## src/rtl/sloe_pkg.sv

```systemverilog
// shared types and constants for the stack list operations engine
// no dependencies; used by sloe_seq and stack_list_operations_engine

package sloe_pkg;

  localparam int unsigned KEY_W = 32;
  localparam int unsigned OP_W  = 3;

  // request codes carried in the input tuser; codes 5 to 7 are no-ops
  typedef enum logic [OP_W-1:0] {
    OP_SEARCH = 3'd0,
    OP_INSERT = 3'd1,
    OP_DELETE = 3'd2,
    OP_SWAP   = 3'd3,
    OP_DOUBLE = 3'd4
  } op_e;

  // sequencer status toward the stream front end
  typedef struct packed {
    logic idle;
    logic res_valid;
    logic found;
    logic changed;
  } stat_t;

endpackage

```

## src/rtl/sloe_ram.sv

```systemverilog
// generic simple dual-port ram, one write and one registered read port
// no dependencies

module sloe_ram #(
  parameter int unsigned WIDTH = 32,
  parameter int unsigned DEPTH = 16
) (
  input  logic                     clk_i,
  input  logic                     we_i,
  input  logic [$clog2(DEPTH)-1:0] waddr_i,
  input  logic [WIDTH-1:0]         wdata_i,
  input  logic                     re_i,
  input  logic [$clog2(DEPTH)-1:0] raddr_i,
  output logic [WIDTH-1:0]         rdata_o
);

  logic [WIDTH-1:0] mem_q [DEPTH];
  logic [WIDTH-1:0] rdata_q;

  always_ff @(posedge clk_i) begin
    if (we_i) begin
      mem_q[waddr_i] <= wdata_i;
    end
    if (re_i) begin
      rdata_q <= mem_q[raddr_i];
    end
  end

  assign rdata_o = rdata_q;

endmodule

```

## src/rtl/sloe_seq.sv

```systemverilog
// operation sequencer: walks the key ram one entry per cycle, read-modify-write
// depends on sloe_pkg; drives one sloe_ram instance through its ports

module sloe_seq #(
  parameter int unsigned DEPTH = 16,
  localparam int unsigned CW = $clog2(DEPTH + 1),
  localparam int unsigned AW = $clog2(DEPTH)
) (
  input  logic                       clk_i,
  input  logic                       rst_ni,
  input  logic                       req_valid_i,
  input  sloe_pkg::op_e              op_i,
  input  logic [sloe_pkg::KEY_W-1:0] key_i,
  input  logic [CW-1:0]              pos_a_i,
  input  logic [CW-1:0]              pos_b_i,
  input  logic                       res_ready_i,
  output sloe_pkg::stat_t            stat_o,
  output logic [CW-1:0]              count_o,
  output logic                       ram_re_o,
  output logic [AW-1:0]              ram_raddr_o,
  output logic                       ram_we_o,
  output logic [AW-1:0]              ram_waddr_o,
  output logic [sloe_pkg::KEY_W-1:0] ram_wdata_o,
  input  logic [sloe_pkg::KEY_W-1:0] ram_rdata_i
);

  typedef enum logic [8:0] {
    ST_IDLE = 9'b000000001,
    ST_SCAN = 9'b000000010,
    ST_SHDN = 9'b000000100,
    ST_SHUP = 9'b000001000,
    ST_SWPA = 9'b000010000,
    ST_SWPB = 9'b000100000,
    ST_SWPC = 9'b001000000,
    ST_SWPD = 9'b010000000,
    ST_DBL  = 9'b100000000
  } state_e;

  localparam logic [CW-1:0] Full = CW'(DEPTH);

  // done is not a separate state: a flag in the idle state holds the result
  logic done_q, done_d;

  state_e                     state_q, state_d;
  logic [CW-1:0]              cnt_q, cnt_d;
  logic                       rvld_q, rvld_d;
  sloe_pkg::op_e              op_q, op_d;
  logic [sloe_pkg::KEY_W-1:0] key_q, key_d;
  logic [sloe_pkg::KEY_W-1:0] tmp_q, tmp_d;
  logic [CW-1:0]              rp_q, rp_d;
  logic [CW-1:0]              idx_q, idx_d;
  logic [AW-1:0]              ra_q, ra_d;
  logic [AW-1:0]              addr_a_q, addr_a_d;
  logic [AW-1:0]              addr_b_q, addr_b_d;
  logic                       found_q, found_d;
  logic                       changed_q, changed_d;

  logic [CW-1:0] rp_m1;
  logic [CW-1:0] cnt_m1;
  logic [CW-1:0] diff_a;
  logic [CW-1:0] diff_b;
  logic          hit;
  logic          swap_ok;

  assign rp_m1  = rp_q - 1'b1;
  assign cnt_m1 = cnt_q - 1'b1;
  assign diff_a = cnt_q - pos_a_i;
  assign diff_b = cnt_q - pos_b_i;
  assign hit    = rvld_q && (ram_rdata_i == key_q);
  assign swap_ok = (pos_a_i != pos_b_i) && (pos_a_i != '0) && (pos_b_i != '0) &&
                   (pos_a_i <= cnt_q) && (pos_b_i <= cnt_q);

  always_comb begin
    state_d     = state_q;
    done_d      = done_q;
    cnt_d       = cnt_q;
    op_d        = op_q;
    key_d       = key_q;
    tmp_d       = tmp_q;
    rp_d        = rp_q;
    idx_d       = idx_q;
    ra_d        = ra_q;
    addr_a_d    = addr_a_q;
    addr_b_d    = addr_b_q;
    found_d     = found_q;
    changed_d   = changed_q;
    rvld_d      = 1'b0;
    ram_re_o    = 1'b0;
    ram_raddr_o = rp_q[AW-1:0];
    ram_we_o    = 1'b0;
    ram_waddr_o = ra_q;
    ram_wdata_o = ram_rdata_i;

    unique case (state_q)
      ST_IDLE: begin
        if (done_q) begin
          // result waits for the output register
          if (res_ready_i) begin
            done_d = 1'b0;
          end
        end else if (req_valid_i) begin
          op_d      = op_i;
          key_d     = key_i;
          found_d   = 1'b0;
          changed_d = 1'b0;
          rp_d      = '0;
          done_d    = 1'b1;
          unique case (op_i)
            sloe_pkg::OP_SEARCH, sloe_pkg::OP_DELETE: begin
              if (cnt_q != '0) begin
                state_d = ST_SCAN;
                done_d  = 1'b0;
              end
            end
            sloe_pkg::OP_INSERT: begin
              if ((pos_a_i != '0) && (cnt_q != Full)) begin
                rp_d    = cnt_q;
                idx_d   = (pos_a_i > cnt_q) ? '0 : CW'(cnt_q - pos_a_i + 1'b1);
                state_d = ST_SHUP;
                done_d  = 1'b0;
              end
            end
            sloe_pkg::OP_SWAP: begin
              if (swap_ok) begin
                addr_a_d = diff_a[AW-1:0];
                addr_b_d = diff_b[AW-1:0];
                state_d  = ST_SWPA;
                done_d   = 1'b0;
              end
            end
            sloe_pkg::OP_DOUBLE: begin
              if (cnt_q != '0) begin
                state_d = ST_DBL;
                done_d  = 1'b0;
              end
            end
            default: begin
            end
          endcase
        end
      end
      ST_SCAN: begin
        ram_re_o = (rp_q < cnt_q) && !hit;
        rvld_d   = ram_re_o;
        ra_d     = rp_q[AW-1:0];
        if (ram_re_o) begin
          rp_d = rp_q + 1'b1;
        end
        if (hit) begin
          if (op_q == sloe_pkg::OP_DELETE) begin
            rp_d    = CW'(ra_q) + 1'b1;
            state_d = ST_SHDN;
          end else begin
            found_d = 1'b1;
            state_d = ST_IDLE;
            done_d  = 1'b1;
          end
        end else if (rvld_q && (CW'(ra_q) == cnt_m1)) begin
          state_d = ST_IDLE;
          done_d  = 1'b1;
        end
      end
      ST_SHDN: begin
        // entries above the match move down by one
        ram_re_o = rp_q < cnt_q;
        rvld_d   = ram_re_o;
        ra_d     = rp_q[AW-1:0];
        if (ram_re_o) begin
          rp_d = rp_q + 1'b1;
        end
        if (rvld_q) begin
          ram_we_o    = 1'b1;
          ram_waddr_o = ra_q - 1'b1;
        end else if (!ram_re_o) begin
          cnt_d     = cnt_m1;
          found_d   = 1'b1;
          changed_d = 1'b1;
          state_d   = ST_IDLE;
          done_d    = 1'b1;
        end
      end
      ST_SHUP: begin
        // entries from the insert point up move up by one, top first
        ram_re_o    = rp_q > idx_q;
        ram_raddr_o = rp_m1[AW-1:0];
        rvld_d      = ram_re_o;
        ra_d        = rp_m1[AW-1:0];
        if (ram_re_o) begin
          rp_d = rp_m1;
        end
        if (rvld_q) begin
          ram_we_o    = 1'b1;
          ram_waddr_o = ra_q + 1'b1;
        end else if (!ram_re_o) begin
          ram_we_o    = 1'b1;
          ram_waddr_o = idx_q[AW-1:0];
          ram_wdata_o = key_q;
          cnt_d       = cnt_q + 1'b1;
          changed_d   = 1'b1;
          state_d     = ST_IDLE;
          done_d      = 1'b1;
        end
      end
      ST_SWPA: begin
        ram_re_o    = 1'b1;
        ram_raddr_o = addr_a_q;
        state_d     = ST_SWPB;
      end
      ST_SWPB: begin
        ram_re_o    = 1'b1;
        ram_raddr_o = addr_b_q;
        tmp_d       = ram_rdata_i;
        state_d     = ST_SWPC;
      end
      ST_SWPC: begin
        ram_we_o    = 1'b1;
        ram_waddr_o = addr_a_q;
        state_d     = ST_SWPD;
      end
      ST_SWPD: begin
        ram_we_o    = 1'b1;
        ram_waddr_o = addr_b_q;
        ram_wdata_o = tmp_q;
        changed_d   = 1'b1;
        state_d     = ST_IDLE;
        done_d      = 1'b1;
      end
      ST_DBL: begin
        ram_re_o = rp_q < cnt_q;
        rvld_d   = ram_re_o;
        ra_d     = rp_q[AW-1:0];
        if (ram_re_o) begin
          rp_d = rp_q + 1'b1;
        end
        if (rvld_q) begin
          ram_we_o    = 1'b1;
          ram_wdata_o = {ram_rdata_i[sloe_pkg::KEY_W-2:0], 1'b0};
        end else if (!ram_re_o) begin
          changed_d = 1'b1;
          state_d   = ST_IDLE;
          done_d    = 1'b1;
        end
      end
      default: begin
        state_d = ST_IDLE;
      end
    endcase
  end

  always_ff @(posedge clk_i or negedge rst_ni) begin
    if (!rst_ni) begin
      state_q <= ST_IDLE;
      done_q  <= 1'b0;
      cnt_q   <= '0;
      rvld_q  <= 1'b0;
    end else begin
      state_q <= state_d;
      done_q  <= done_d;
      cnt_q   <= cnt_d;
      rvld_q  <= rvld_d;
    end
  end

  always_ff @(posedge clk_i) begin
    op_q      <= op_d;
    key_q     <= key_d;
    tmp_q     <= tmp_d;
    rp_q      <= rp_d;
    idx_q     <= idx_d;
    ra_q      <= ra_d;
    addr_a_q  <= addr_a_d;
    addr_b_q  <= addr_b_d;
    found_q   <= found_d;
    changed_q <= changed_d;
  end

  assign stat_o.idle      = (state_q == ST_IDLE) && !done_q;
  assign stat_o.res_valid = (state_q == ST_IDLE) && done_q;
  assign stat_o.found     = found_q;
  assign stat_o.changed   = changed_q;
  assign count_o          = cnt_q;

endmodule

```

## src/rtl/stack_list_operations_engine.sv

```systemverilog
// top level of the stack list operations engine: stream ports, result register
// depends on sloe_pkg, sloe_seq and sloe_ram

// A bounded stack of up to DEPTH signed 32-bit keys kept in one synchronous
// ram (index 0 is the bottom, position 1 is the top) and served one request
// at a time. The request code travels in s_axis_tuser, the key and the two
// positions in s_axis_tdata; every request yields exactly one result
// transaction with found, changed and the element count after the request.
// The sequencer walks the single ram read port one entry a cycle (scan,
// shift or doubling pass). A new request is taken once the previous result
// has moved into the output register, so a stalled m_axis side costs at
// most one result of slack. No clearing pass is needed after reset: only
// entries below the count are ever read.

module stack_list_operations_engine #(
  parameter int unsigned DEPTH = 16,
  localparam int unsigned CW    = $clog2(DEPTH + 1),
  localparam int unsigned AW    = $clog2(DEPTH),
  localparam int unsigned IN_W  = ((sloe_pkg::KEY_W + 2 * CW + 7) / 8) * 8,
  localparam int unsigned OUT_W = ((2 + CW + 7) / 8) * 8
) (
  input  logic                      clk_i,
  input  logic                      rst_ni,
  input  logic                      s_axis_tvalid,
  output logic                      s_axis_tready,
  // key, position_a, position_b, zero pad
  input  logic [IN_W-1:0]           s_axis_tdata,
  // op
  input  logic [sloe_pkg::OP_W-1:0] s_axis_tuser,
  output logic                      m_axis_tvalid,
  input  logic                      m_axis_tready,
  // found, changed, element_count, zero pad
  output logic [OUT_W-1:0]          m_axis_tdata
);

  sloe_pkg::stat_t            stat;
  logic [CW-1:0]              seq_count;
  logic                       res_ready;
  logic                       res_load;

  // ram port between sequencer and storage
  logic                       ram_re;
  logic [AW-1:0]              ram_raddr;
  logic                       ram_we;
  logic [AW-1:0]              ram_waddr;
  logic [sloe_pkg::KEY_W-1:0] ram_wdata;
  logic [sloe_pkg::KEY_W-1:0] ram_rdata;

  // result register, parts the sequencer from the master side
  logic          m_valid_q, m_valid_d;
  logic          m_found_q;
  logic          m_changed_q;
  logic [CW-1:0] m_count_q;

  assign s_axis_tready = stat.idle;

  sloe_seq #(
    .DEPTH(DEPTH)
  ) u_seq (
    .clk_i      (clk_i),
    .rst_ni     (rst_ni),
    .req_valid_i(s_axis_tvalid),
    .op_i       (sloe_pkg::op_e'(s_axis_tuser)),
    .key_i      (s_axis_tdata[sloe_pkg::KEY_W-1:0]),
    .pos_a_i    (s_axis_tdata[sloe_pkg::KEY_W +: CW]),
    .pos_b_i    (s_axis_tdata[sloe_pkg::KEY_W + CW +: CW]),
    .res_ready_i(res_ready),
    .stat_o     (stat),
    .count_o    (seq_count),
    .ram_re_o   (ram_re),
    .ram_raddr_o(ram_raddr),
    .ram_we_o   (ram_we),
    .ram_waddr_o(ram_waddr),
    .ram_wdata_o(ram_wdata),
    .ram_rdata_i(ram_rdata)
  );

  sloe_ram #(
    .WIDTH(sloe_pkg::KEY_W),
    .DEPTH(DEPTH)
  ) u_ram (
    .clk_i  (clk_i),
    .we_i   (ram_we),
    .waddr_i(ram_waddr),
    .wdata_i(ram_wdata),
    .re_i   (ram_re),
    .raddr_i(ram_raddr),
    .rdata_o(ram_rdata)
  );

  // the register takes a new result when empty or being drained this cycle
  assign res_ready = !m_valid_q || m_axis_tready;
  assign res_load  = stat.res_valid && res_ready;

  always_comb begin
    m_valid_d = m_valid_q;
    if (res_load) begin
      m_valid_d = 1'b1;
    end else if (m_axis_tready) begin
      m_valid_d = 1'b0;
    end
  end

  always_ff @(posedge clk_i or negedge rst_ni) begin
    if (!rst_ni) begin
      m_valid_q <= 1'b0;
    end else begin
      m_valid_q <= m_valid_d;
    end
  end

  always_ff @(posedge clk_i) begin
    if (res_load) begin
      m_found_q   <= stat.found;
      m_changed_q <= stat.changed;
      m_count_q   <= seq_count;
    end
  end

  assign m_axis_tvalid = m_valid_q;
  assign m_axis_tdata  = OUT_W'({m_count_q, m_changed_q, m_found_q});

  // shift and doubling passes never read the entry written in the same cycle
  assert property (@(posedge clk_i) disable iff (!rst_ni)
    (ram_we && ram_re) |-> (ram_waddr != ram_raddr))
    else $error("ram read and write collide on one entry");

  // one transaction at a time: the slave side closes right after a request
  assert property (@(posedge clk_i) disable iff (!rst_ni)
    (s_axis_tvalid && s_axis_tready) |=> !s_axis_tready)
    else $error("request accepted while sequencer busy");

  // the reported count never runs past the capacity
  assert property (@(posedge clk_i) disable iff (!rst_ni)
    m_axis_tvalid |-> (m_count_q <= CW'(DEPTH)))
    else $error("element count exceeds depth");

endmodule

```

## config.mk

```make
export PLATFORM = sky130hd
export DESIGN_NAME = stack_list_operations_engine
export DESIGN_NICKNAME = d
export VERILOG_FILES = /design/src/rtl/sloe_pkg.sv /design/src/rtl/sloe_ram.sv /design/src/rtl/sloe_seq.sv /design/src/rtl/stack_list_operations_engine.sv
export SDC_FILE = /design/constraint.sdc
export NUM_CORES = 1
export LEC_CHECK = 0
export BUFFER_PORTS_ARGS = -buffer_cell sky130_fd_sc_hd__buf_2
export CORE_MARGIN = 3
export CORE_UTILIZATION = 67
export CTS_CLUSTER_SIZE = 10
export DETAILED_ROUTE_END_ITERATION = 12
export PLACE_DENSITY_LB_ADDON = 0.2
export SLEW_MARGIN = 15
export SYNTH_ARGS = -nofsm -noshare
export SYNTH_HDL_FRONTEND = slang
export SYNTH_HIERARCHICAL = 1
export SYNTH_SLANG_ARGS = --single-unit
```

## constraint.sdc

```tcl
create_clock -name clk_i -period 9.5 [get_ports clk_i]
set_input_delay 1.9 -clock clk_i [delete_from_list [all_inputs] [get_ports clk_i]]
set_output_delay 1.9 -clock clk_i [all_outputs]
set_load 0.01 [all_outputs]
```

==> impl_metrics.py, run 1 <==
metrics = {
    "logic_synthesis": {
        "syn_avg_cell_area_um2": 17.7,
        "netlist_area_mm2": 0.0278,
        "ys_warn_count": 6,
        "synth-main-ff-cell": "edfxtp_1",
        "ys_seq_elements": 659,
        "synthArstFlopShare_pct": 2.58,
        "synth_edf_count": 642,
        "synth_nets": 1662,
        "ys_seq_area_share_pct": 70.8,
        "postSynthCellCount": 1576,
        "synth_cell_types": 82,
    },
    "grt": {
        "grt_use_total_pct": 32.1,
        "grt-ovfl-total": 0,
        "grt_max_degree": 129,
        "grt_pass1_wl_mm": 103,
        "grt_pass1_vias": 16200,
        "antenna_found_initial": 0,
    },
    "worst_setup_path": {
        "start_kind": "flop",
        "crit_type": "flop to flop",
        "required_ns": 9.75,
        "critical_path_arrival_ns": 5.35,
        "reg2reg_slack_ns": 4.40,
        "worst_setup_path_end_kind": "flop",
        "critPathMaxStageDelay_ns": 0.77,
        "cp_max_fo": 21,
        "critical-path-top-delay-family": "simple AND/OR/NAND/NOR gates",
        "path_cells": "nor3b_1, nand3_1, a21oi_1, o21ai_0, a31oi_1, nand2b_1, nor2_4, buf_4",
        "cp_slowest_cell": "a31oi_1",
        "path_buf_inv": 1,
    },
    "run_status": {
        "status": "finished, final reports clean",
    },
    "sta": {
        "finClkSkew_ns": 0.0369,
        "hold_viol": 0,
        "timing.hold.ws_ns": 0.439,
        "period_minus_slack_ns": 5.10,
        "worst_slew_pin_slew_ns": 1.14,
        "fin_crit_sh_pct": 53.6,
        "tns_ns": 0,
        "drv_slew": 0,
        "setup_viol": 0,
        "clock.fmax_ghz": 0.196,
        "max_slew_margin_pct": 21.8,
        "rsz0062_at_grt": "no",
    },
    "layout": {
        "n_antenna_cell": 0,
        "area_growth_pct": 10.9,
        "fin_nets": 1745,
        "final_common_cell": "edfxtp_1",
        "fill_cells": 2288,
        "drive_above_1_share_pct": 21.0,
        "final_cell_mix": "edfxtp_1, mux4_2, nand2_1",
    },
    "cts": {
        "numCtsBuffers": 75,
        "cts_hold_buf": 0,
        "clk_latency_ns": 0.63,
        "max-clock-path-buffers": 3,
        "post_cts_resized": 0,
        "clk_pin_slew_ns": 0.06,
        "cts_tree": "built",
        "h-tree-depth": 3,
        "postCtsSetupRepairBufs": 0,
        "clock-sinks": 659,
        "cts-root-buf": "clkbuf_16",
    },
    "floorplan": {
        "die_w_um": 210,
        "coreArea_mm2": 0.0409,
        "io_pins": 65,
        "start_util_pct": 68.0,
        "die_h_um": 210,
        "die-area_mm2": 0.0440,
        "fp-row-count": 74,
    },
    "placed_design": {
        "dp_hpwl_mm": 36.9,
        "portBuffers": 57,
        "place_congestion": 0.906,
    },
    "power_and_ir_drop": {
        "ir_worst_vdd_mv": 0.226,
        "powerDensity_mw_per_mm2": 246,
        "leakage_nw": 10.0,
    },
    "detailed_routing": {
        "remaining_drc_errors": 0,
        "dr.pass1.iters": 7,
        "wl_per_cell_um": 31.3,
        "dr_total_vias": 15900,
        "finalWirelength_mm": 69.0,
        "drtIter0Drc": 1968,
        "vias_per_cell": 7.23,
        "drtAntennaViolNets": 0,
    },
    "min_path": {
        "hp-class": "flop to flop",
    },
    "run": {
        "maxCapViolCount": 0,
    },
}
[path summary, 6_finish.rpt]
kind                                       to              from  cells after the start
min in group asynchronous    u_seq/count_o[1]            rst_ni                      1
max                        u_ram/mem_q[2][29]  u_seq/state_q[3]                      8
max reg2reg                u_ram/mem_q[2][29]  u_seq/state_q[3]                      8
max in group asynchronous    u_seq/state_q[0]            rst_ni                      1
min reg2reg                       m_changed_q   u_seq/changed_q                      0
min                               m_changed_q   u_seq/changed_q                      0
[synthesized netlist by cell type, drive strengths merged (22+ instances only)]
master,count,area share (%)
edfxtp,642,69
mux4,129,10
nand2,92,1.2
a22oi,70,1.9
o21ai,51,0.92
nor2,47,0.67
buf,44,0.91
inv,41,0.55
mux2i,41,1.5
clkbuf,39,0.53
a221o,35,1.3
xnor2,33,1.0
xor2,31,0.98
ha,29,1.3
nor3,25,0.50
nand3,22,0.41
[registers in the layout, summed over array words and instances, names as in the netlist, 3 cells and up]
signal          count
u_seq/tmp_q        32
m_count_q           5
u_seq/ra_q          4
u_seq/idx_q         5
u_ram/mem_q       512
u_seq/key_q        32
u_seq/op_q          3
u_seq/state_q       9
u_ram/rdata_o      32
u_seq/addr_a_q      4
u_seq/rp_q          5
u_seq/addr_b_q      4
u_seq/count_o       5
[through the flow]
step,total power (W),util (%),std cells,instance area (um2),setup WS [ns]
detailed placement,0.00512,70.5,2114,28800,4.63
global route,0.00787,75.4,2201,30900,4.18
CTS,0.00763,75.4,2201,30900,4.57
global placement,0.00508,70.5,2114,28800,4.51
floorplan,0.00468,-,1576,27800,4.13
finish,0.00759,75.4,2201,30900,4.40
[logic make-up (layout without fill, tap and decap cells)]
family                     Yosys count  in the layout  share of synthesized area, %
DFF                                659            659                          70.8
and+or+nand+nor                    275            275                          5.15
AOI/OAI and AO/OA                  251            251                          6.67
muxes                              171            171                          11.9
buffers and inverters              124            217                          1.99
xor gates and xnor gates            64             64                          2.01
adders and majority gates           31             31                          1.45
other                                1              1                        0.0135
[cell type report]
cell class	instances	area (um2)	area share (%)
clock inverter	6	111	0.361
tap	532	666	2.16
clock buffer	81	1920	6.22
inverter	41	154	0.499
multi-input combinational	793	7760	25.1
sequential	659	19700	63.8
timing repair buffer	89	551	1.78
[per-layer routing]
metal | track usage (%) | share of wire [%]
met4 | 13.6 | 4.4
met1 | 45.6 | 37
met5 | 0 | 0
met2 | 50.0 | 48
met3 | 6.46 | 10
[power by group]
| part | internal (W) | switching [W] | total [W] |
|---|---|---|---|
| sequential | 0.00332 | 0.000106 | 0.00342 |
| combinational | 0.000727 | 0.000942 | 0.00167 |
| clock | 0.00143 | 0.00107 | 0.00250 |
| total | 0.00548 | 0.00212 | 0.00759 |
Note: power is estimated with default switching activity, not from simulation.
==> run 2, diff against run 1 <==
- CORE_UTILIZATION: 67 -> 62
- clock period: 9.5 -> 4.7 ns (I/O delays scaled with it)
==> run 2 against run 1 <==
  * Global-route usage shrank 2.9 points
  * Critical path type unchanged
  * Final cell count grew 4.6%
  * Fmax up 24%
  * Cell area is 1.9% higher
  * Critical endpoint is now u_ram/rdata_o[15]
  * Utilization is 4.4 points lower
==> impl_metrics.py, run 2 (synthesis gave the netlist of run 1 again) <==
metrics = {
    "power_and_ir_drop": {
        "p_comb_share_pct": 22.7,
        "intPower_w": 0.0113,
        "swShare_pct": 27.5,
        "ir_worst_vdd_mv": 0.365,
        "p_clk_share_pct": 33.1,
        "power_switching_w": 0.00427,
        "pwr-share-seq_pct": 44.2,
        "powerDensity_mw_per_mm2": 495,
        "leakage_nw": 10.3,
    },
    "worst_setup_path": {
        "path_cells": "nor3b_1, nand3_1, o211ai_1, buf_12, mux4_2, a22oi_1, nand2_1",
        "crit_end": "u_ram/rdata_o[15]",
        "worst_setup_path_end_kind": "flop",
        "cp_slowest_cell": "o211ai_1",
        "critPathMaxStageDelay_ns": 0.83,
        "critical_path_arrival_ns": 4.46,
        "crit_type": "flop to flop",
        "crit-reg2reg-launch": "u_seq/state_q[3]",
        "start_kind": "flop",
        "cp_max_fo": 52,
        "worst_r2r_endpoint": "u_ram/rdata_o[15]",
        "path_depth": 7,
        "reg2regPathDepth": 7,
        "required_ns": 5.03,
        "path_buf_inv": 1,
        "crit_start": "u_seq/state_q[3]",
        "reg2reg_slack_ns": 0.57,
        "critical-path-top-delay-family": "compound AO/OA/AOI/OAI gates",
    },
    "cts": {
        "cts-root-buf": "clkbuf_16",
        "postCtsSetupRepairBufs": 0,
        "h-tree-depth": 3,
        "clock-sinks": 659,
        "post_cts_resized": 0,
        "cts_tree": "built",
        "max-clock-path-buffers": 3,
        "numCtsBuffers": 76,
        "clk_pin_slew_ns": 0.06,
        "clk_latency_ns": 0.61,
        "cts_hold_buf": 0,
    },
    "sta": {
        "rsz0062_at_grt": "no",
        "hold_viol": 0,
        "finClkSkew_ns": 0.0328,
        "tns_ns": 0,
        "clock.fmax_ghz": 0.242,
        "period_minus_slack_ns": 4.13,
        "fin_crit_sh_pct": 87.8,
        "worst_slew_pin_slew_ns": 1.14,
        "drv_slew": 0,
        "max_slew_margin_pct": 24.2,
        "setup_viol": 0,
    },
    "detailed_routing": {
        "drtAntennaViolNets": 0,
        "dr.pass1.iters": 5,
        "vias_per_cell": 6.81,
        "dr_total_vias": 15700,
        "drtIter0Drc": 1885,
        "finalWirelength_mm": 67.5,
        "remaining_drc_errors": 0,
        "wl_per_cell_um": 29.3,
    },
    "placed_design": {
        "dp_hpwl_mm": 39.3,
        "portBuffers": 57,
        "placed_area_mm2": 0.0294,
        "place_congestion": 0.908,
    },
    "grt": {
        "antenna_found_initial": 0,
        "grt_max_degree": 73,
        "grt_pass1_wl_mm": 101,
        "grt_pass1_vias": 15700,
        "grt_use_total_pct": 29.2,
        "grt-ovfl-total": 0,
    },
    "layout": {
        "drive_above_1_share_pct": 22.6,
        "design_area_mm2": 0.0315,
        "final_cell_mix": "edfxtp_1, mux4_2, nand2_1",
        "regMostFlops": "u_ram/mem_q",
        "fin_nets": 1780,
        "n_antenna_cell": 0,
        "largest_reg_flops": 512,
        "final_common_cell": "edfxtp_1",
        "area_growth_pct": 13.0,
    },
    "floorplan": {
        "fp-row-count": 77,
        "die-area_mm2": 0.0475,
        "io_pins": 65,
        "die_w_um": 218,
        "die_h_um": 218,
        "coreArea_mm2": 0.0443,
        "start_util_pct": 62.8,
    },
    "run": {
        "maxCapViolCount": 0,
    },
    "min_path": {
        "hp-class": "input pin to async pin",
    },
    "run_status": {
        "status": "finished, final reports clean",
    },
}
run 2: metal layers:
metal  routed length, um  share of wire (%)  track usage [%]
met1               26400                 39             42.0
met2               32400                 48             45.9
met3                6920                 10             6.86
met4                1700                2.5             8.20
met5                   0                  0                0
run 2: through the flow:
step,hold WS (ns),cells,power (W),utilization (%),setup WS [ns]
global route,0.274,2303,0.0162,71.0,0.271
global placement,0.406,2208,0.0104,66.2,0.654
CTS,0.245,2303,0.0156,71.0,0.644
finish,0.273,2303,0.0156,71.0,0.574
floorplan,0.489,1576,0.00947,-,0.203
detailed placement,0.410,2208,0.0105,66.2,0.685
run 2: worst register-to-register path: stages, from the launching register on:
cell and delay [ns]:
dfrtp_1 0.69, nor3b_1 0.62, nand3_1 0.28, o211ai_1 0.83, buf_12 0.45, mux4_2 0.66
a22oi_1 0.24, nand2_1 0.08
run 2: cell type report:
type	count	area, um2
clock buffer	89	2050
tap	592	741
timing repair buffer	123	968
inverter	41	154
sequential	659	19700
fill	2748	12900
multi-input combinational	793	7780
clock inverter	6	57.6
run 2: worst min path at each step:
stage                  endpoint  slack [ns]  cells after the start              from
6_report       u_seq/state_q[5]        0.27                      1            rst_ni
3_3_place_gp        m_changed_q        0.41                      0   u_seq/changed_q
2_1_floorplan    u_seq/tmp_q[0]        0.49                      0  u_ram/rdata_o[0]
4_1_cts        u_seq/state_q[5]        0.25                      1            rst_ni
5_1_grt        u_seq/state_q[5]        0.27                      1            rst_ni
3_5_place_dp        m_changed_q        0.41                      0   u_seq/changed_q
run 2: power by group through the flow:
stage / Clock (W) / Sequential, W / Combinational [W]
floorplan: 0 / 0.00692 / 0.00255
global placement: 0 / 0.00698 / 0.00345
detailed placement: 0 / 0.00698 / 0.00350
CTS: 0.00523 / 0.00687 / 0.00353
global route: 0.00549 / 0.00688 / 0.00380
finish: 0.00516 / 0.00687 / 0.00353
==> run 3, diff against run 2 <==
- CTS_CLUSTER_DIAMETER: unset -> 80
- MAX_ROUTING_LAYER: unset -> met4
==> run 3 against run 2 <==
  * Worst setup slack lost 0.098 ns
  * Fmax shrank 2.3%
  * Register-to-register slack lost 0.098 ns
  * Non-clock buffer count shrank 2
  * Sequential share of layout area grew 0.35 points
  * Final cell count shrank 0.22%
  * Clock power shrank 4.1%
  * Die area is the same
  * Hold slack is essentially flat
  * Highest routed layer unchanged
==> impl_metrics.py, run 3 (synthesis gave the netlist of run 1 again) <==
metrics = {
    "detailed_routing": {
        "wl_per_cell_um": 29.7,
        "dr.pass1.iters": 6,
        "dr_total_vias": 15900,
        "vias_per_cell": 6.90,
        "finalWirelength_mm": 68.3,
        "remaining_drc_errors": 0,
        "drtAntennaViolNets": 0,
        "drtIter0Drc": 2112,
    },
    "layout": {
        "drive_above_1_share_pct": 22.2,
        "largest_reg_flops": 512,
        "fill_cells": 2766,
        "final_common_cell": "edfxtp_1",
        "regArea_mm2": 0.0197,
        "final_cell_mix": "edfxtp_1, mux4_2, nand2_1",
        "fin_nets": 1777,
        "n_antenna_cell": 0,
        "multiInputGateArea_mm2": 0.00778,
        "regMostFlops": "u_ram/mem_q",
        "area_growth_pct": 12.3,
    },
    "cts": {
        "max-clock-path-buffers": 3,
        "clk_pin_slew_ns": 0.06,
        "postCtsSetupRepairBufs": 0,
        "h-tree-depth": 3,
        "cts-root-buf": "clkbuf_16",
        "clock-sinks": 659,
        "cts_tree": "built",
        "post_cts_resized": 0,
        "clk_latency_ns": 0.60,
        "numCtsBuffers": 75,
        "cts_hold_buf": 0,
    },
    "placed_design": {
        "dp_hpwl_mm": 39.2,
        "portBuffers": 57,
        "place_congestion": 0.966,
    },
    "worst_setup_path": {
        "path_cells": "nor2_1, nand3_1, or3_1, inv_1, nor3_1, nand2_1, o211ai_1, buf_12, mux4_2, a22oi_1, nand2_1",
        "reg2reg_slack_ns": 0.48,
        "worst_setup_path_end_kind": "flop",
        "critPathMaxStageDelay_ns": 0.63,
        "critical-path-top-delay-family": "simple AND/OR/NAND/NOR gates",
        "cpMostUsedCell": "nand2_1",
        "cp_max_fo": 68,
        "cp_slowest_cell": "mux4_2",
        "required_ns": 5.03,
        "start_kind": "flop",
        "path_buf_inv": 2,
        "crit_type": "flop to flop",
        "critical_path_arrival_ns": 4.55,
    },
    "sta": {
        "finClkSkew_ns": 0.0216,
        "hold_viol": 0,
        "period_minus_slack_ns": 4.22,
        "rsz0062_at_grt": "no",
        "setup_viol": 0,
        "worst_slew_pin_slew_ns": 1.18,
        "fin_crit_sh_pct": 89.9,
        "tns_ns": 0,
        "max_slew_margin_pct": 19.3,
        "drv_slew": 0,
        "clock.fmax_ghz": 0.237,
    },
    "run_status": {
        "status": "finished, final reports clean",
    },
    "grt": {
        "grt_pass1_vias": 15600,
        "grt-ovfl-total": 0,
        "grt_use_total_pct": 30.4,
        "grt_pass1_wl_mm": 101,
        "grt_max_degree": 69,
        "antenna_found_initial": 0,
    },
    "floorplan": {
        "die_h_um": 218,
        "fp-row-count": 77,
        "die_w_um": 218,
        "start_util_pct": 62.8,
        "io_pins": 65,
        "die-area_mm2": 0.0475,
        "coreArea_mm2": 0.0443,
    },
    "power_and_ir_drop": {
        "powerDensity_mw_per_mm2": 490,
        "design_power_total_w": 0.0153,
        "leakage_nw": 10.2,
        "ir_worst_vdd_mv": 0.443,
    },
    "run": {
        "maxCapViolCount": 0,
    },
    "min_path": {
        "hp-class": "input pin to async pin",
    },
}
==> run 3: report_power, final <==
part	internal (W)	total, W	switching [W]
registers	0.00671	0.00688	0.000172
clock network	0.00288	0.00495	0.00207
logic	0.00151	0.00349	0.00198
==> run 3: final timing paths <==
path	endpoint	cells past startpoint	from
worst max-delay path	u_ram/rdata_o[1]	11	u_seq/state_q[8]
worst min-delay path	u_seq/count_o[2]	1	rst_ni
worst max register to register	u_ram/rdata_o[1]	11	u_seq/state_q[8]
worst min register to register	m_changed_q	0	u_seq/changed_q
max in group asynchronous	u_seq/state_q[0]	1	rst_ni
min in group clk_i	m_changed_q	0	u_seq/changed_q
==> run 3: through the flow <==
| stage | util, % | instances | area (um2) | worst slack, ns | hold WS, ns |
|---|---|---|---|---|---|
| CTS | 70.6 | 2298 | 31300 | 0.534 | 0.250 |
| finish | 70.6 | 2298 | 31300 | 0.476 | 0.272 |
| global route | 70.6 | 2298 | 31300 | 0.263 | 0.269 |
| floorplan | - | 1576 | 27900 | 0.203 | 0.489 |
| detailed placement | 66.1 | 2206 | 29300 | 0.613 | 0.408 |
| global placement | 66.1 | 2206 | 29300 | 0.654 | 0.403 |
==> run 3: layout make-up <==
cell class                      instances  share of cell area, %
Sequential cell                       659                   63.0
Timing Repair Buffer                  121                   2.93
Inverter                               41                  0.492
Clock inverter                          2                 0.0800
Tap cell                              592                   2.37
Multi-Input combinational cell        793                   24.9
Clock buffer                           90                   6.25
==> run 3: per-layer routing <==
metal,up-vias,wire (um),global-route usage [%]
met5,-,0,-
met4,0,1870,9.52
met3,139,6750,5.84
met2,960,32700,45.5
met1,8138,27000,43.4
li1,6627,-,-
==> run 3: worst reg2reg max path, cell delays in order, from the launching register on <==
cell and delay [ns]:
dfrtp_1 0.61, nor2_1 0.15, nand3_1 0.24, or3_1 0.29, inv_1 0.18, nor3_1 0.53, nand2_1 0.11, o211ai_1 0.28
buf_12 0.53, mux4_2 0.68, a22oi_1 0.23, nand2_1 0.12
